$ cat src/design/dpc_pkg.sv
// Shared types, widths, register codes and the disk offset table for disk_pattern_code.
`default_nettype none

package dpc_pkg;

    localparam int PIX_W        = 8;
    localparam int CODE_W       = 18;
    localparam int ROW_W        = 12;
    localparam int COL_W        = 10;
    localparam int WIN_N        = 9;
    localparam int STORE_LINES  = 8;
    localparam int SLOT_W       = 3;
    localparam int OFFSET_REACH = 4;
    localparam int PAIR_COUNT   = 18;
    localparam int NP_W         = 5;
    localparam int MARGIN_W     = 7;
    localparam int IWIDTH_W     = 11;
    localparam int FIFO_DEPTH   = 4;

    localparam int DEF_MAX_LINE_PIXELS = 1024;

    localparam int CFG_DATA_W = 12;
    localparam int MIN_SIZE   = 9;
    localparam int MAX_HEIGHT = 4095;

    typedef enum logic [1:0] {
        CFG_IMAGE_WIDTH   = 2'd0,
        CFG_IMAGE_HEIGHT  = 2'd1,
        CFG_BORDER_MARGIN = 2'd2,
        CFG_NUM_PAIRS     = 2'd3
    } cfg_index_t;

    localparam logic [IWIDTH_W-1:0] RST_IMAGE_WIDTH   = 11'd100;
    localparam logic [ROW_W-1:0]    RST_IMAGE_HEIGHT  = 12'd100;
    localparam logic [MARGIN_W-1:0] RST_BORDER_MARGIN = 7'd4;
    localparam logic [NP_W-1:0]     RST_NUM_PAIRS     = 5'd18;

    // Offset pair b compares pixel (+v,+u) against (-v,-u) around the centre.
    localparam int OFF_V [PAIR_COUNT] = '{2, 2, 2, 1, 0, -1, 3, 2, 1, -1, -2, -3,
                                          4, 4, 4, 2, 0, -2};
    localparam int OFF_U [PAIR_COUNT] = '{-1, 0, 1, 2, 2, 2, 1, 2, 3, 3, 2, 1,
                                          -2, 0, 2, 4, 4, 4};

    typedef logic [STORE_LINES-1:0][PIX_W-1:0] column_t;

    typedef struct packed {
        logic              frame_last;
        logic [COL_W-1:0]  center_col;
        logic [ROW_W-1:0]  center_row;
        logic [CODE_W-1:0] code;
    } result_t;

endpackage

`default_nettype wire

$ cat src/design/dpc_window_code.sv
// 9x9 pixel window shift register and the offset-pair comparators that form the code.
`default_nettype none

module dpc_window_code (
    input  wire logic                          clk,
    input  wire logic                          shift_en,
    input  dpc_pkg::column_t                   column,
    input  wire logic [dpc_pkg::PIX_W-1:0]     px,
    input  wire logic [dpc_pkg::NP_W-1:0]      np,
    output logic      [dpc_pkg::CODE_W-1:0]    code
);
    import dpc_pkg::*;

    localparam int CTR = OFFSET_REACH;

    logic [WIN_N-1:0][WIN_N-1:0][PIX_W-1:0] win_reg;
    logic [WIN_N-1:0][WIN_N-1:0][PIX_W-1:0] win_next;

    always_comb
    begin
        for (int a = 0; a < WIN_N; a++)
        begin
            for (int j = 0; j < WIN_N - 1; j++)
            begin
                win_next[a][j] = win_reg[a][j+1];
            end
        end
        for (int k = 0; k < STORE_LINES; k++)
        begin
            win_next[k][WIN_N-1] = column[k];
        end
        win_next[WIN_N-1][WIN_N-1] = px;
    end

    always_comb
    begin
        code = '0;
        for (int b = 0; b < PAIR_COUNT; b++)
        begin
            code[b] = (NP_W'(b) < np) &&
                      (win_next[CTR+OFF_V[b]][CTR+OFF_U[b]] >
                       win_next[CTR-OFF_V[b]][CTR-OFF_U[b]]);
        end
    end

    always_ff @(posedge clk)
    begin
        if (shift_en)
        begin
            win_reg <= win_next;
        end
    end

endmodule

`default_nettype wire

$ cat config.mk
export PLATFORM = sky130hd
export DESIGN_NAME = dpc_window_code
export DESIGN_NICKNAME = d
export VERILOG_FILES = /design/src/design/dpc_pkg.sv /design/src/design/dpc_window_code.sv
export SDC_FILE = /design/constraint.sdc
export NUM_CORES = 1
export LEC_CHECK = 0
export ABC_AREA = 1
export BUFFER_PORTS_ARGS = -buffer_cell sky130_fd_sc_hd__buf_2
export CORE_MARGIN = 1.5
export CORE_UTILIZATION = 25
export CTS_CLUSTER_SIZE = 40
export DETAILED_ROUTE_END_ITERATION = 6
export SLEW_MARGIN = 30
export SYNTH_ARGS = -nofsm -noshare
export SYNTH_HDL_FRONTEND = slang
export SYNTH_SLANG_ARGS = --single-unit
$ cat constraint.sdc
create_clock -name clk -period 1.4 [get_ports clk]
set_clock_uncertainty 0.05 [all_clocks]
set_input_delay 0.21 -clock clk [delete_from_list [all_inputs] [get_ports clk]]
set_output_delay 0.21 -clock clk [all_outputs]
set_load 0.005 [all_outputs]
======== After elaboration in Yosys (flattened, before gate mapping) ========
Index checks and enable logic that the tools add are counted.
cells by class
  reductions and logical operators ........ 18
  $lt $le $gt $ge ......................... 36
operators by type and width
  operator            count
  $gt 8x8->1          18
  $lt 4x5->1 const A  8
  $lt 3x5->1 const A  4
  $logic_and 1x1->1   18
  $lt 1x5->1 const A  2
  $lt 2x5->1 const A  2
  $lt 5x5->1 const A  2
storage, ports and cells
  register bits after elaboration ......... 480
  logic and storage cells ................. 114
  input port bits ......................... 79
  output and inout port bits .............. 18

======== Depth between registers and ports, before layout ========
  depth in word-level cells ............... 2
  mapped depth ............................ 9
  depth with buffers taken out ............ 9

======== Least setup slack after synthesis ========
Ideal clock, no wire load.
  path kind ............................... reg2out
  start ................................... reg win_reg (netlist bit win_next[271])
  end ..................................... out code[5] (netlist bit)
  path slack .............................. 101 ps
  cell stages (with the launch flop) ...... 6
  required time ........................... 1140 ps
  data arrival time ....................... 1039 ps
  path through ............................ edfxtp_1 -> ha_1 -> nand2_1 -> nor2_1 -> nand2_1 -> a21oi_1
on the way
  word-level cells in the longest chain between the ends .. 2
ends and longest elaborated chain
  item                    line                   source
  start, declared         dpc_window_code.sv:16  logic [WIN_N-1:0][WIN_N-1:0][PIX_W-1:0] win_reg;
  start signal, assigned  dpc_window_code.sv:50  win_reg <= win_next;
  $gt 8x8->1              dpc_window_code.sv:41  (win_next[CTR+OFF_V[b]][CTR+OFF_U[b]] >
  $logic_and 1x1->1       dpc_window_code.sv:40  code[b] = (NP_W'(b) < np) &&
  end, declared           dpc_window_code.sv:10  output logic [dpc_pkg::CODE_W-1:0] code
Every way passes these cells.

======== Worst setup path in the final report ========
  start ................................... reg win_reg (netlist bit win_next[195])
  end ..................................... out code[10] (netlist bit)
The elaborated chain is that of the path after synthesis.

==> flow_metrics.py <==
metrics = {
    "synthesis": {
        "syn_inst": 1191,
        "synth-compound-area-share": 0.0240,
        "ys_ff_latch": 480,
        "yosysSeqAreaShare": 0.779,
        "yosysTopAreaCell": "edfxtp_1",
        "synthXorXnorAreaFrac": 0,
        "synth_area_per_cell_um2": 15.5,
        "yosys_warnings": 0,
        "synth-simple-area-share": 0.0584,
        "synthMuxAreaShare": 0,
        "synth_fp_nets": 1414,
        "ys_types": 14,
        "synth_top_family_by_area": "adder cells",
        "synth_fa_ha_area_frac": 0.0974,
        "synth_area_mm2": 0.0185,
        "synth_area_leaders": "edfxtp_1, ha_1, inv_1, nand2_1, nor2_1",
        "synth.top_cell.area_share": 0.779,
    },
    "finish": {
        "drive_gt1_frac": 0.352,
        "nets": 1835,
        "nFillCells": 6974,
        "diodes": 0,
        "final_area_mm2": 0.0255,
        "largest_reg_flops": 480,
        "stdcell_count": 2615,
        "area_growth_pct": 38.0,
    },
    "critical_path": {
        "r2r_start": "win_next[269]",
        "crit_path_max_fanout": 2,
        "r2r-end": "win_next[261]",
        "r2r_setup_slack_ps": 200,
        "arrival_ps": 2000,
        "rr_worst_depth": 4,
        "required_ps": 1140,
        "endpoint_kind": "primary output",
        "critical_path_class": "reg -> out",
        "critPathLaunchType": "flip-flop",
        "startpoint": "win_next[195]",
        "crit_end": "code[10]",
    },
    "timing": {
        "slew_headroom": 0.699,
        "finalMaxSlewViolations": 0,
        "finalHoldViolCount": 0,
        "fmax_ghz": 0.443,
        "setup_ws_ps": -860,
        "rsz0062_at_grt": "yes",
        "worst_slew_pin_slew_ps": 446,
        "finalCritPeriodShare": 1.61,
        "setup_violations": 18,
        "finalSetupTns_ps": -13870,
        "period_minus_slack_ps": 2260,
    },
    "global_routing": {
        "grt_start_max_net_pins": 76,
        "grt_use_total": 0.0962,
        "overflow": 0,
        "grt_pass1_vias": 10522,
        "antenna_found_initial": 8,
        "grt_first_pass_wirelength_um": 56300,
    },
    "die": {
        "die_area_mm2": 0.0757,
        "pin_count": 97,
        "row_count": 99,
        "die_h_um": 275,
        "die_w_um": 275,
        "core-area_mm2": 0.0731,
        "initial_core_util": 0.253,
    },
    "pwr": {
        "total_power_mw": 34.8,
        "switching_share": 0.224,
        "ir_drop_v": 0.000903,
        "pwr-share-comb": 0.084,
        "power.net_switching_mw": 7.78,
        "power.density_mw_per_mm2": 1360,
        "p_int_mw": 27.0,
        "p_leak_nw": 10.3,
        "p_seq_frac": 0.497,
        "power_frac_clock": 0.418,
    },
    "outcome": {
        "status": "complete, but fails checks",
        "violations": "design-rule violations, negative setup slack",
    },
    "placement": {
        "place_hpwl_um": 24200,
        "port_buffers": 96,
        "gp_congestion": 0.752,
        "placedCellCount": 2396,
        "pre_cts_slack_ps": -464,
        "postPlaceCellArea_mm2": 0.0215,
    },
    "drt": {
        "wirelength_um": 37200,
        "remaining_drc_errors": 5,
        "drt_pass1_iterations": 7,
        "route.vias.total": 10212,
        "wl_per_cell_um": 14.2,
        "viasPerCell": 3.91,
        "detail-route-antenna-nets": 0,
        "drtIter0Drc": 578,
    },
    "clock_network": {
        "clock_path_buffers": 3,
        "clkTransAtPathRegs_ps": 60,
        "insertion_delay_ps": 610,
        "h-tree-depth": 2,
        "cts-root-buf": "clkbuf_16",
        "cts_buffers": 54,
        "cts.sinks": 480,
        "cts_tree": "done",
    },
    "hold_path": {
        "hold_path.class": "in -> reg",
    },
    "job": {
        "cap_violations": 0,
    },
}
==> layout by cell type, fill, tap and decap left out, types with 2 or more instances in the layout <==
cell type and count:
inv_2 29, a21oi_1 30, bufinv_16 8, clkinv_1 8, buf_2 91, clkbuf_1 8, nand3_1 5, nand2_1 137
dlygate4sd3_1 73, nor2_2 26, edfxtp_1 480, buf_4 182, a21oi_2 23, inv_16 2, clkinv_2 10, ha_1 88
buf_6 4, clkbuf_16 54, buf_12 14, nand2_2 57, nor2_1 45, inv_1 175, nand3_2 3, inv_6 3
a21o_1 18, nand2_4 6, ha_4 55, clkinvlp_4 5, nor2_4 4, o21ai_0 4, a21oi_4 3
==> worst max-delay path: stages (launching register included) <==
cell	delay [ps]
edfxtp_1	440
ha_4	310
nand2_1	60
inv_1	50
nand2_1	50
nand2_2	60
nand2_2	70
a21oi_4	210
buf_2	160
==> power by group through the flow <==
stage	clock network [mW]	registers, mW	logic (mW)
CTS	15.0	17.3	2.59
global route	15.6	17.4	3.32
floorplan	0	17.4	0.933
finish	14.5	17.3	2.93
global placement	0	17.5	2.09
detailed placement	0	17.5	2.16
==> metal layers <==
metal / global-route usage / routed length, µm / vias up / part of all wire
li1: - / - / 4998 / -
met1: 0.127 / 17100 / 4957 / 0.46
met2: 0.148 / 16700 / 165 / 0.45
met3: 0.0334 / 2400 / 78 / 0.065
met4: 0.0283 / 811 / 14 / 0.022
met5: 0 / 80 / - / 0.0022
==> kinds of logic after synthesis <==
| kind of cell | after synthesis |
|---|---|
| flip-flops | 480 |
| AO/OA/AOI/OAI | 79 |
| AND/OR/NAND/NOR | 284 |
| adder cells (fa/ha/maj) | 144 |
| buffers and inverters | 204 |
==> synth_stat cells (all sizes together) <==
master  instances
a21o           18
a21oi          56
edfxtp        480
ha            144
inv           204
nand2         200
nand3           8
nor2           75
nor3            1
o21ai           5
==> worst min-delay path by stage <==
| stage | endpoint | start | cells after the start |
|---|---|---|---|
| floorplan | win_next[128] | column[8] | 0 |
| global placement | win_next[129] | column[9] | 1 |
| detailed placement | win_next[416] | column[40] | 1 |
| CTS | win_next[276] | column[28] | 2 |
| global route | win_next[420] | column[44] | 2 |
| finish | win_next[276] | column[28] | 2 |
==> per-stage QoR <==
step           utilization  hold slack (ps)
2_1_floorplan            -              259
3_3_place_gp         0.294              337
3_5_place_dp         0.294              338
4_1_cts              0.337              198
5_1_grt              0.349              213
6_report             0.349              254
==> cell type report <==
type / count / area, µm² / share of cell area
Multi-Input combinational cell: 507 / 4430 / 0.173
Tap cell: 959 / 1200 / 0.0470
Inverter: 204 / 766 / 0.0300
Clock inverter: 38 / 449 / 0.0176
Clock buffer: 62 / 1380 / 0.0541
Timing Repair Buffer: 365 / 2890 / 0.113
Sequential cell: 480 / 14400 / 0.565
==> what timing repair did <==
| item | CTS | global route |
|---|---|---|
| endpoints found under the setup margin | 18 | 18 |
| hold buffers | 73 | 0 |
| pin swaps | 65 | 95 |
| setup buffers | 19 | 30 |
| gates resized for setup | 94 | 127 |
| hold endpoints to repair | 82 | 0 |
Power figures use the tool's default switching activity.
