<file path="config.mk">
export PLATFORM = sky130hd
export DESIGN_NAME = dpc_out_fifo
export DESIGN_NICKNAME = d
export VERILOG_FILES = /design/src/design/dpc_pkg.sv /design/src/design/dpc_out_fifo.sv
export SDC_FILE = /design/constraint.sdc
export NUM_CORES = 1
export LEC_CHECK = 0
export ABC_AREA = 1
export BUFFER_PORTS_ARGS = -buffer_cell sky130_fd_sc_hd__clkbuf_2
export CORE_AREA = 5 5 122 124
export CTS_CLUSTER_DIAMETER = 80
export DETAILED_ROUTE_END_ITERATION = 8
export DIE_AREA = 0 0 127 129
export PLACE_DENSITY = 0.82
export REMOVE_ABC_BUFFERS = 1
export SYNTH_ARGS = -nofsm -noshare
export SYNTH_HDL_FRONTEND = slang
export SYNTH_SLANG_ARGS = --single-unit
</file>
<file path="constraint.sdc">
create_clock -name clk -period 1.75 [get_ports clk]
set_input_delay 0.35 -clock clk [delete_from_list [all_inputs] [get_ports clk]]
set_output_delay 0.35 -clock clk [all_outputs]
set_load 0.01 [all_outputs]
</file>
<file path="src/design/dpc_pkg.sv">
// Shared types, widths, register codes and the disk offset table for disk_pattern_code.
`default_nettype none

package dpc_pkg;

    localparam int PIX_W        = 8;
    localparam int CODE_W       = 18;
    localparam int ROW_W        = 12;
    localparam int COL_W        = 10;
    localparam int WIN_N        = 9;
    localparam int STORE_LINES  = 8;
    localparam int SLOT_W       = 3;
    localparam int OFFSET_REACH = 4;
    localparam int PAIR_COUNT   = 18;
    localparam int NP_W         = 5;
    localparam int MARGIN_W     = 7;
    localparam int IWIDTH_W     = 11;
    localparam int FIFO_DEPTH   = 4;

    localparam int DEF_MAX_LINE_PIXELS = 1024;

    localparam int CFG_DATA_W = 12;
    localparam int MIN_SIZE   = 9;
    localparam int MAX_HEIGHT = 4095;

    typedef enum logic [1:0] {
        CFG_IMAGE_WIDTH   = 2'd0,
        CFG_IMAGE_HEIGHT  = 2'd1,
        CFG_BORDER_MARGIN = 2'd2,
        CFG_NUM_PAIRS     = 2'd3
    } cfg_index_t;

    localparam logic [IWIDTH_W-1:0] RST_IMAGE_WIDTH   = 11'd100;
    localparam logic [ROW_W-1:0]    RST_IMAGE_HEIGHT  = 12'd100;
    localparam logic [MARGIN_W-1:0] RST_BORDER_MARGIN = 7'd4;
    localparam logic [NP_W-1:0]     RST_NUM_PAIRS     = 5'd18;

    // Offset pair b compares pixel (+v,+u) against (-v,-u) around the centre.
    localparam int OFF_V [PAIR_COUNT] = '{2, 2, 2, 1, 0, -1, 3, 2, 1, -1, -2, -3,
                                          4, 4, 4, 2, 0, -2};
    localparam int OFF_U [PAIR_COUNT] = '{-1, 0, 1, 2, 2, 2, 1, 2, 3, 3, 2, 1,
                                          -2, 0, 2, 4, 4, 4};

    typedef logic [STORE_LINES-1:0][PIX_W-1:0] column_t;

    typedef struct packed {
        logic              frame_last;
        logic [COL_W-1:0]  center_col;
        logic [ROW_W-1:0]  center_row;
        logic [CODE_W-1:0] code;
    } result_t;

endpackage

`default_nettype wire

</file>
<file path="src/design/dpc_out_fifo.sv">
// Small result queue that parts the input side from the output handshake.
`default_nettype none

module dpc_out_fifo (
    input  wire logic                                      clk,
    input  wire logic                                      rst_n,
    input  wire logic                                      push,
    input  dpc_pkg::result_t                               push_item,
    input  wire logic                                      pop,
    output dpc_pkg::result_t                               head_item,
    output logic                                           not_empty,
    output logic [$clog2(dpc_pkg::FIFO_DEPTH+1)-1:0]       count
);
    import dpc_pkg::*;

    localparam int PW = $clog2(FIFO_DEPTH);
    localparam int CW = $clog2(FIFO_DEPTH + 1);

    result_t       slots [FIFO_DEPTH];
    logic [PW-1:0] head_reg;
    logic [PW-1:0] head_next;
    logic [PW-1:0] tail_reg;
    logic [PW-1:0] tail_next;
    logic [CW-1:0] count_reg;
    logic [CW-1:0] count_next;
    logic          do_pop;

    assign do_pop    = pop && (count_reg != '0);
    assign head_item = slots[head_reg];
    assign not_empty = (count_reg != '0);
    assign count     = count_reg;

    always_comb
    begin
        head_next  = do_pop ? PW'(head_reg + 1'b1) : head_reg;
        tail_next  = push ? PW'(tail_reg + 1'b1) : tail_reg;
        count_next = CW'(count_reg + CW'(push) - CW'(do_pop));
    end

    always_ff @(posedge clk or negedge rst_n)
    begin
        if (!rst_n)
        begin
            head_reg  <= '0;
            tail_reg  <= '0;
            count_reg <= '0;
        end
        else
        begin
            head_reg  <= head_next;
            tail_reg  <= tail_next;
            count_reg <= count_next;
        end
    end

    always_ff @(posedge clk)
    begin
        if (push)
        begin
            slots[tail_reg] <= push_item;
        end
    end

endmodule

`default_nettype wire

</file>
# ---- Yosys cells after proc, flatten, opt, wreduce, memory -nomap -nowiden
# Memories as Yosys holds them, arrays and structs flattened.
# Index checks and enable logic that the tools add are counted.
dict set report word_totals {
  ramBits 164
  elab_cells 12
  memories 1
  reg_bits 7
  out_inout_bits 45
  input_bits 45
}
dict set report op_classes {
  muxes 2
  reduce_logical 2
  add_sub_neg 4
}
# memory depth width rd rd_clocked_by_memory_dff write_ports line
set mem_list {}
lappend mem_list {slots 4 41 1 0 1 dpc_out_fifo.sv:19} ;# result_t slots [FIFO_DEPTH];
# operator n
set ops {}
lappend ops {{adder 2 x 1 -> 2 bit (second input constant)} 2}
lappend ops {{adder 3 x 1 -> 3 bit} 1}
lappend ops {{nonzero test 3 bit} 1}
lappend ops {{subtractor 3 x 1 -> 3 bit} 1}
lappend ops {{2-to-1 mux 1 bit} 2}
lappend ops {{logical AND 1 bit} 1}

# ---- Logic depth before layout (Yosys ltp)
# Gate-level depths: netlist (run 1).
dict set report logic_depth {
  ltp_word 3
  mapped_depth 11
  depth_no_buf 11
}

# ---- Worst setup path before layout (run 1)
# Ideal clock, no wire load.
dict set report synth_timing {
  kind {reg-to-reg}
  from {register count_reg[1], in the netlist count[1]}
  to {register count_reg[2], in the netlist count[2]}
  t_arrival_ns 1.913
  stages_incl_launch_ff 12
  path_buffers 0
  slack_ns -0.280
  setup_ns 0.117
  synth_period_minus_slack_ns 2.030
  required_ns 1.633
  path_cell_list {dfrtp_1 -> nor2_1 -> nand2_1 -> nand2_1 -> inv_1 -> ha_1 -> inv_1 -> ha_1 -> fa_1 -> xor2_1 -> nand2_1 -> nand2_1}
}
dict set report synth_between {
  elab_chain_cells 3
  elab_cells_between_ends 4
  classes_between {2 x add/sub; 2 x reduce/logical}
}
# element line
set synth_lines {}
lappend synth_lines {{start: declaration} dpc_out_fifo.sv:24} ;# logic [CW-1:0] count_reg;
lappend synth_lines {{start signal: assignment} dpc_out_fifo.sv:52} ;# count_reg <= count_next;
lappend synth_lines {{nonzero test 3 bit} --}
lappend synth_lines {{net not_empty} dpc_out_fifo.sv:11} ;# output logic not_empty,
lappend synth_lines {{logical AND 1 bit} dpc_out_fifo.sv:28} ;# assign do_pop = pop && (count_reg != '0);
lappend synth_lines {{net do_pop} dpc_out_fifo.sv:26} ;# logic do_pop;
lappend synth_lines {{subtractor 3 x 1 -> 3 bit} dpc_out_fifo.sv:37} ;# count_next = CW'(count_reg + CW'(push) - CW'(do_pop));
lappend synth_lines {{net count_next[2]} dpc_out_fifo.sv:25} ;# logic [CW-1:0] count_next;
# The timed path passes the listed nets, and every way through them passes these cells.
# A chain may end at the register's enable or synchronous reset.

==> results of run 1 <==
final timing paths:
| path | start | to | slack [ns] |
|---|---|---|---|
| min | push_item[7] | slots[2][7] | 0.13 |
| min in group asynchronous | rst_n | count[1] | 0.30 |
| max reg2reg | count[0] | count[2] | -0.19 |
| max | head_reg[0] | head_item[16] | -0.32 |
| min reg2reg | head_reg[1] | head_reg[1] | 0.50 |
| max in group asynchronous | rst_n | head_reg[0] | 1.24 |
cells in the mapped netlist (2+ instances only):
| cell | n | area share |
|---|---|---|
| edfxtp_1 | 164 | 0.71 |
| nand2_1 | 139 | 0.076 |
| nor2_1 | 76 | 0.041 |
| inv_1 | 55 | 0.030 |
| o21ai_1 | 43 | 0.031 |
| o21ai_0 | 40 | 0.029 |
| buf_2 | 14 | 0.010 |
| dfrtp_1 | 7 | 0.025 |
| nor2_2 | 7 | 0.0064 |
| clkbuf_1 | 6 | 0.0033 |
| ha_1 | 6 | 0.011 |
| buf_6 | 5 | 0.0082 |
| buf_8 | 2 | 0.0044 |
| nand3_1 | 2 | 0.0015 |
| xor2_1 | 2 | 0.0025 |
logic make-up (layout without fill, tap and decap cells):
logic type	Yosys count	count (layout)	share of synthesized area
simple gates	224	224	0.1249
compound gates	83	83	0.06025
fa+ha+maj	7	7	0.01379
flops	171	171	0.7397
xor+xnor	3	3	0.003812
buf+inv	84	213	0.05753
per-layer routing:
layer,share of wire,GRT usage,up-vias
met2,0.52,0.2995,113
met1,0.42,0.2063,2144
met3,0.053,0.05189,18
li1,-,-,2154
met5,0,0,-
met4,0.011,0.06246,0
report_power, final:
part	leakage [nW]	switching, mW	internal (mW)	total (mW)
Clock	0.251	1.51	1.81	3.32
Sequential	1.59	0.233	5.37	5.61
Combinational	1.69	3.59	2.53	6.13
metrics by stage:
step | total power, mW | std cells | hold slack, ns | utilization | TNS, ns
floorplan | 8.405 | 544 | 0.05441 | - | -93.25
global placement | 10.60 | 835 | 0.1922 | 0.5633 | -0.1255
detailed placement | 10.86 | 835 | 0.2066 | 0.5633 | -0.2212
CTS | 14.28 | 869 | 0.1215 | 0.6055 | -11.87
finish | 15.05 | 881 | 0.1345 | 0.6307 | -11.29
global route | 16.02 | 881 | 0.1179 | 0.6307 | -15.02
cell type report:
cell class	count	area share
Multi-Input combinational cell	317	0.1744
Sequential cell	171	0.5922
Clock inverter	14	0.01176
Tap cell	180	0.02613
Inverter	56	0.02468
Clock buffer	18	0.04980
Timing Repair Buffer	125	0.1211
what timing repair did:
item,in CTS,in global routing
pin swaps,1,18
hold buffers,1,0
hold endpoints to repair,7,0
gates resized for setup,17,69
setup buffers,1,4
setup endpoints to repair,42,43
cloned,0,8
==> qor.yml, run 1 <==
seqCellArea_um2: 5104
antenna_cells: 0
clk_pin_slew_worst_paths_ns: 0.06
final_area_um2: 8618
grt_usage: 0.1730
multi_input_area_um2: 1503
die_y_um: 129
path_cells: "buf_12, buf_12, nor2_2, nor2_1, o21ai_0, nand2_1, clkbuf_2"
slowest_stage: "dfrtp_4"
dr.pass1.iters: 4
grt_antenna_before_repair: 0
async_flop_share: 0.04094
ir_drop_v: 0.001184
grt_max_degree: 53
rows: 43
syn_area_um2: 6894
maxCapViolations: 0
port_buffers: 89
finalSetupViolations: 43
cts_tree: "built"
h-tree-depth: 4
synth_cell_types: 19
dieArea_um2: 16380
reg2regPathDepth: 11
violations: "negative setup slack"
finalClockSkew_ns: 0.004473
vias_per_cell: 5.027
wirelength_um: 14530
synth_edf_count: 164
ys_warn_count: 0
vias: 4429
drive_above_1_share: 0.2782
largest_reg_flops: 164
critPathBufInv: 3
dp_hpwl_um: 8268
die_x_um: 127
min_period_over_period: 1.182
postSynthCellCount: 572
dp_slack_ns: -0.2019
final_common_cell: "edfxtp_1"
cellPowerDensity_nw_per_um2: 1747
slowest_delay_ns: 0.49
ant_nets: 0
drtIter0Drc: 284
cts-root-buf: "clkbuf_16"
fin_crit_ns: 2.069
whs_path_depth: 1
numCtsBuffers: 17
drv_slew: 0
hp-class: "primary input to flop"
rsz0062_at_grt: "yes"
cp-start-kind: "flop"
grt_pass1_wl_um: 21340
fin_nets: 740
ys_ff_latch: 171
insertion_delay_ns: 0.43
synth_flop_cell: "edfxtp_1"
max_freq_mhz: 483.4
final_cell_mix: "164 x edfxtp_1, 138 x nand2_1, 77 x clkbuf_2, 62 x o21ai_1, 55 x nor2_1"
yosysSeqAreaShare: 0.7397
clock_path_buffers: 2
tightest_slew_ns: 0.2545
p_leak_nw: 3.530
gp_congestion: 0.7569
start_util: 0.5045
grt_pass1_vias: 4347
placed_area_um2: 7697
n_fill_cell: 1008
hold_violations: 0
route.detailed.drc: 0
cts_sinks: 171
syn_to_final_growth_pct: 25.01
cp.depth: 7
syn_area_per_cell_um2: 12.05
crit_arrival_ns: 1.72
core-area_um2: 13670
crit_top_cell: "buf_12"
worst_slack_ns: -0.3187
critical-path-top-delay-family: "flip-flops"
endpoint_kind: "primary output"
cp_max_fo: 15
criticalPathCategory: "flop to primary output"
overflow: 0
slew_headroom: 0.8303
required_ns: 1.40
io_pins: 90
wl_per_cell_um: 16.50
outcome: "finished with violations"
Power figures use the tool's default switching activity.
==> inputs of run 2 (changes only) <==
--- a/config.mk
+++ b/config.mk
@@ -6,7 +6,7 @@
 export NUM_CORES = 1
 export LEC_CHECK = 0
 export ABC_AREA = 1
-export BUFFER_PORTS_ARGS = -buffer_cell sky130_fd_sc_hd__clkbuf_2
+export BUFFER_PORTS_ARGS = -buffer_cell sky130_fd_sc_hd__buf_2
 export CORE_AREA = 5 5 122 124
 export CTS_CLUSTER_DIAMETER = 80
 export DETAILED_ROUTE_END_ITERATION = 8
==> run 2 against run 1 <==
The flow still finishes with violations (negative setup slack). Worst hold slack got worse by 0.0028 ns. Non-clock buffer count decreased by 1. Combinational power fell by 2%. Count of clock-buffer cells in the layout is 2 higher. Sequential power is essentially flat. Worst setup slack lost 0.027 ns. Via count rose by 0.18%. Total power rose by 0.65%. Global-route usage up 0.10 points. Flip-flop and latch count is the same. First-iteration DRC count shrank 10%. Critical endpoint is now head_item[2].
==> qor.yml, run 2 (synthesis gave the netlist of run 1 again) <==
outcome: "finished with violations"
violations: "negative setup slack"
clk_pin_slew_worst_paths_ns: 0.06
finalSetupViolations: 42
io_pins: 90
grt_pass1_wl_um: 21240
rsz0062_at_grt: "yes"
final_cell_mix: "164 x edfxtp_1, 136 x nand2_1, 88 x buf_2, 58 x o21ai_1, 56 x nor2_1"
gp_congestion: 0.7995
port_buffers: 89
drv_slew: 0
maxCapViolations: 0
drive_above_1_share: 0.2786
slowest_stage: "dfrtp_4"
rows: 43
tightest_slew_ns: 0.2693
grt_antenna_before_repair: 0
cellPowerDensity_nw_per_um2: 1764
critical-path-top-delay-family: "flip-flops"
tns_ns: -11.58
p_int_mw: 9.918
antenna_cells: 0
slowest_delay_ns: 0.50
p_leak_nw: 3.498
cts-root-buf: "clkbuf_16"
finalClockSkew_ns: 0.009028
die_x_um: 127
clock_path_buffers: 2
swShare: 0.3454
dp_slack_ns: -0.1853
cts_sinks: 171
cts_tree: "built"
top_layer: "met4"
largest_reg_flops: 164
hold_violations: 0
ant_nets: 0
net-switching-power_mw: 5.233
die_y_um: 129
cp_max_fo: 17
critPathBufInv: 3
final_area_um2: 8588
numCtsBuffers: 17
start_util: 0.5045
wl_per_cell_um: 16.22
worst_slack_ns: -0.3454
crit_arrival_ns: 1.75
fin_hold_ws_ns: 0.1317
slew_headroom: 0.8204
insertion_delay_ns: 0.43
hp-class: "primary input to flop"
overflow: 0
route.detailed.drc: 0
final_common_cell: "edfxtp_1"
ir_drop_v: 0.001122
cp-start-kind: "flop"
dr.pass1.iters: 5
fin_total_pwr_mw: 15.15
grt_usage: 0.1740
wl_met3_um: 909
dp_hpwl_um: 8022
placed_area_um2: 7665
required_ns: 1.40
crit_top_cell: "nor2_1"
path_cells: "buf_4, buf_12, nor2_1, nor2_1, o21ai_1, nand2_1, buf_2"
vias: 4437
criticalPathCategory: "flop to primary output"
wl_met1_um: 5771
fin_crit_ns: 2.095
grt_pass1_vias: 4313
dieArea_um2: 16380
vias_per_cell: 5.042
grt_max_degree: 38
wirelength_um: 14280
drtIter0Drc: 255
p_clk_frac: 0.232
max_freq_mhz: 477.2
endpoint_kind: "primary output"
syn_to_final_growth_pct: 24.57
wl_met2_um: 7349
h-tree-depth: 4
min_period_over_period: 1.197
core-area_um2: 13670
fin_nets: 739
combPwrFrac: 0.398
p_seq_frac: 0.370
-- run 2: cell count changes in the layout (fill, tap and decap cells not counted), sizes merged --
| cell | before | now |
|---|---|---|
| clkinvlp | 3 | 4 |
| buf | 41 | 119 |
| clkbuf | 101 | 24 |
| bufinv | 0 | 2 |
| clkinv | 10 | 5 |
-- run 2: final timing paths --
check / from / to / slack (ns) / cells past startpoint
worst max-delay path: head_reg[0] / head_item[2] / -0.35 / 7
worst min-delay path: push_item[28] / slots[1][28] / 0.13 / 1
min in group asynchronous: rst_n / head_reg[0] / 0.29 / 2
worst min register to register: head_reg[1] / head_reg[1] / 0.52 / 2
worst max register to register: count[0] / count[2] / -0.16 / 11
max in group asynchronous: rst_n / head_reg[0] / 1.28 / 2
-- run 2: worst reg2reg max path, delay by kind of cell (launching register included) --
| kind | cells | cell delay, ns |
|---|---|---|
| xor+xnor | 1 | 0.16 |
| fa+ha+maj | 3 | 0.78 |
| buf+inv | 2 | 0.09 |
| flops | 1 | 0.39 |
| simple gates | 5 | 0.39 |
-- run 2: layout make-up --
type	count	area (µm²)
inverter	56	212.7
timing repair buffer	124	954.7
clock buffer	20	436.7
multi-input combinational	317	1531
tap	180	225.2
fill	978	5077
clock inverter	12	123.9
sequential	171	5104
-- run 2: timing repair --
| action | 4_1_cts | 5_1_grt |
|---|---|---|
| endpoints found under the hold margin | 7 | 0 |
| endpoints found under the setup margin | 42 | 43 |
| hold buffers | 1 | 0 |
| cloned | 1 | 4 |
| resized for setup | 31 | 42 |
| setup buffers | 2 | 6 |
| pin swaps | 9 | 2 |
-- run 2: power by group through the flow --
stage               clock [mW]  combinational [mW]  sequential [mW]
finish                    3.52                6.02             5.61
global route              3.82                6.67             5.66
detailed placement           0                5.08             5.73
CTS                       3.58                5.34             5.63
floorplan                    0                2.51             5.89
global placement             0                4.89             5.68
-- run 2: metal layers --
metal,track usage,vias to the layer above
li1,-,2138
met1,0.1990,2133
met2,0.3064,145
met3,0.05438,21
met4,0.06814,0
met5,0,-
-- run 2: stage by stage --
stage          utilization  instances
2_1_floorplan            -        544
3_3_place_gp        0.5609        834
3_5_place_dp        0.5609        834
4_1_cts             0.6091        870
5_1_grt             0.6285        880
6_report            0.6285        880
==> inputs of run 3 (changes only) <==
--- a/config.mk
+++ b/config.mk
@@ -13,6 +13,7 @@
 export DIE_AREA = 0 0 127 129
 export PLACE_DENSITY = 0.82
 export REMOVE_ABC_BUFFERS = 1
+export SETUP_SLACK_MARGIN = 0.1
 export SYNTH_ARGS = -nofsm -noshare
 export SYNTH_HDL_FRONTEND = slang
 export SYNTH_SLANG_ARGS = --single-unit
==> run 3 against run 2 <==
The flow still finishes with violations (negative setup slack). Non-clock buffer count is 1 higher. Sequential share of layout area grew 0.13 points. Core utilization decreased by 0.14 points. Final cell count is 0.11% higher. Fmax grew 1.6%. Clock skew shrank 0.00062 ns. Worst hold slack is essentially flat. Die area unchanged. First-iteration DRC count decreased by 3.1%. Flip-flop and latch count is the same. Count of clock-buffer cells in the layout is the same. Largest power group unchanged.
==> qor.yml, run 3 (synthesis gave the netlist of run 1 again) <==
numCtsBuffers: 17
wirelength_um: 14080
final_core_util: 0.6271
outcome: "finished with violations"
min_from: "push_item[28]"
required_ns: 1.40
cts_sinks: 171
min_to: "slots[1][28]"
fin_nets: 740
cts-root-buf: "clkbuf_16"
insertion_delay_ns: 0.43
endpoint_kind: "primary output"
final_cell_count_no_fill: 881
h-tree-depth: 4
final_cell_mix: "164 x edfxtp_1, 134 x nand2_1, 85 x buf_2, 55 x nor2_1, 54 x o21ai_1"
violations: "negative setup slack"
clock_path_buffers: 2
ir_drop_v: 0.001279
p_clk_frac: 0.235
grt_pass1_wl_um: 21560
ant_nets: 0
rows: 43
grt_antenna_before_repair: 0
dr.pass1.iters: 5
drv_slew: 0
swShare: 0.3451
die_y_um: 129
wl_per_cell_um: 15.99
fin_hold_ws_ns: 0.1315
dp_slack_ns: -0.1853
n_fill_cell: 971
crit_arrival_ns: 1.71
reg2reg_to: "count[2]"
final_common_cell: "edfxtp_1"
worst_slack_ns: -0.3122
die_x_um: 127
finalClockSkew_ns: 0.008409
slew_headroom: 0.8132
combPwrFrac: 0.387
placed_area_um2: 7665
gp_congestion: 0.7995
hp-class: "primary input to flop"
placed_cells: 834
p_seq_frac: 0.378
overflow: 0
drtIter0Drc: 247
cp-startpoint: "head_reg[0]"
core-area_um2: 13670
grt_max_degree: 38
cellPowerDensity_nw_per_um2: 1744
cp-start-kind: "flop"
p_leak_nw: 3.488
dp_hpwl_um: 8022
grt_usage: 0.1768
port_buffers: 89
finalSetupViolations: 44
final_area_um2: 8569
r2r-start: "count[1]"
vias: 4419
io_pins: 90
regToRegSetupSlack_ns: -0.25
maxCapViolations: 0
fin_total_pwr_mw: 14.95
reg2regPathDepth: 11
grt_pass1_vias: 4411
cts_tree: "built"
largest_reg_flops: 164
antenna_cells: 0
drive_above_1_share: 0.2839
criticalPathCategory: "flop to primary output"
route.detailed.drc: 0
vias_per_cell: 5.016
rsz0062_at_grt: "yes"
fin_crit_ns: 2.062
tns_ns: -10.24
dieArea_um2: 16380
cp_max_fo: 6
tightest_slew_ns: 0.2802
max_freq_mhz: 484.9
p_int_mw: 9.788
hold_violations: 0
clk_pin_slew_worst_paths_ns: 0.06
min_period_over_period: 1.178
syn_to_final_growth_pct: 24.30
whs_path_depth: 1
net-switching-power_mw: 5.157
start_util: 0.5045
[run 3: metal layers]
layer	up-vias	wire length [µm]	share of wire	global-route usage
li1	2138	-	-	-
met1	2136	5518	0.39	0.1991
met2	125	7518	0.53	0.3135
met3	20	884	0.063	0.05562
met4	0	162	0.012	0.07129
met5	-	0	0	0
[run 3: worst max-delay path, stage by stage, from the launching register on]
cell     delay [ns]
dfrtp_4        0.56
buf_6          0.16
buf_8          0.13
o21ai_2        0.13
nand2_1        0.09
nand2_1        0.07
buf_2          0.13
[run 3: worst max path at each step]
stage                    endpoint  slack, ns  cells past startpoint
floorplan            head_item[0]      -1.90                      3
global placement         count[2]      -0.13                     11
detailed placement       count[2]      -0.19                     11
CTS                  head_item[2]      -0.32                      6
global route        head_item[21]      -0.40                      7
finish              head_item[21]      -0.31                      6
[run 3: area by class of cell]
cell class | instances | area (µm²) | area share
Multi-Input combinational cell | 317 | 1529 | 0.1784
Clock inverter | 12 | 123.9 | 0.01445
Clock buffer | 20 | 436.7 | 0.05096
Sequential cell | 171 | 5104 | 0.5956
Timing Repair Buffer | 125 | 940.9 | 0.1098
Tap cell | 180 | 225.2 | 0.02628
Inverter | 56 | 210.2 | 0.02453
[run 3: timing repair]
action                                  in CTS  in global routing
hold buffers                                 1                  0
buffers inserted                            11                  3
resized for setup                           39                 41
endpoints found under the hold margin        7                  0
pin swaps                                    9                  7
gates cloned                                 1                  0
endpoints found under the setup margin      43                 45
[run 3: power by group through the flow]
stage	logic, mW	registers, mW	clock network [mW]
2_1_floorplan	2.51	5.89	0
3_3_place_gp	4.89	5.68	0
3_5_place_dp	5.08	5.73	0
4_1_cts	5.45	5.63	3.58
5_1_grt	6.43	5.69	3.81
6_report	5.78	5.65	3.51
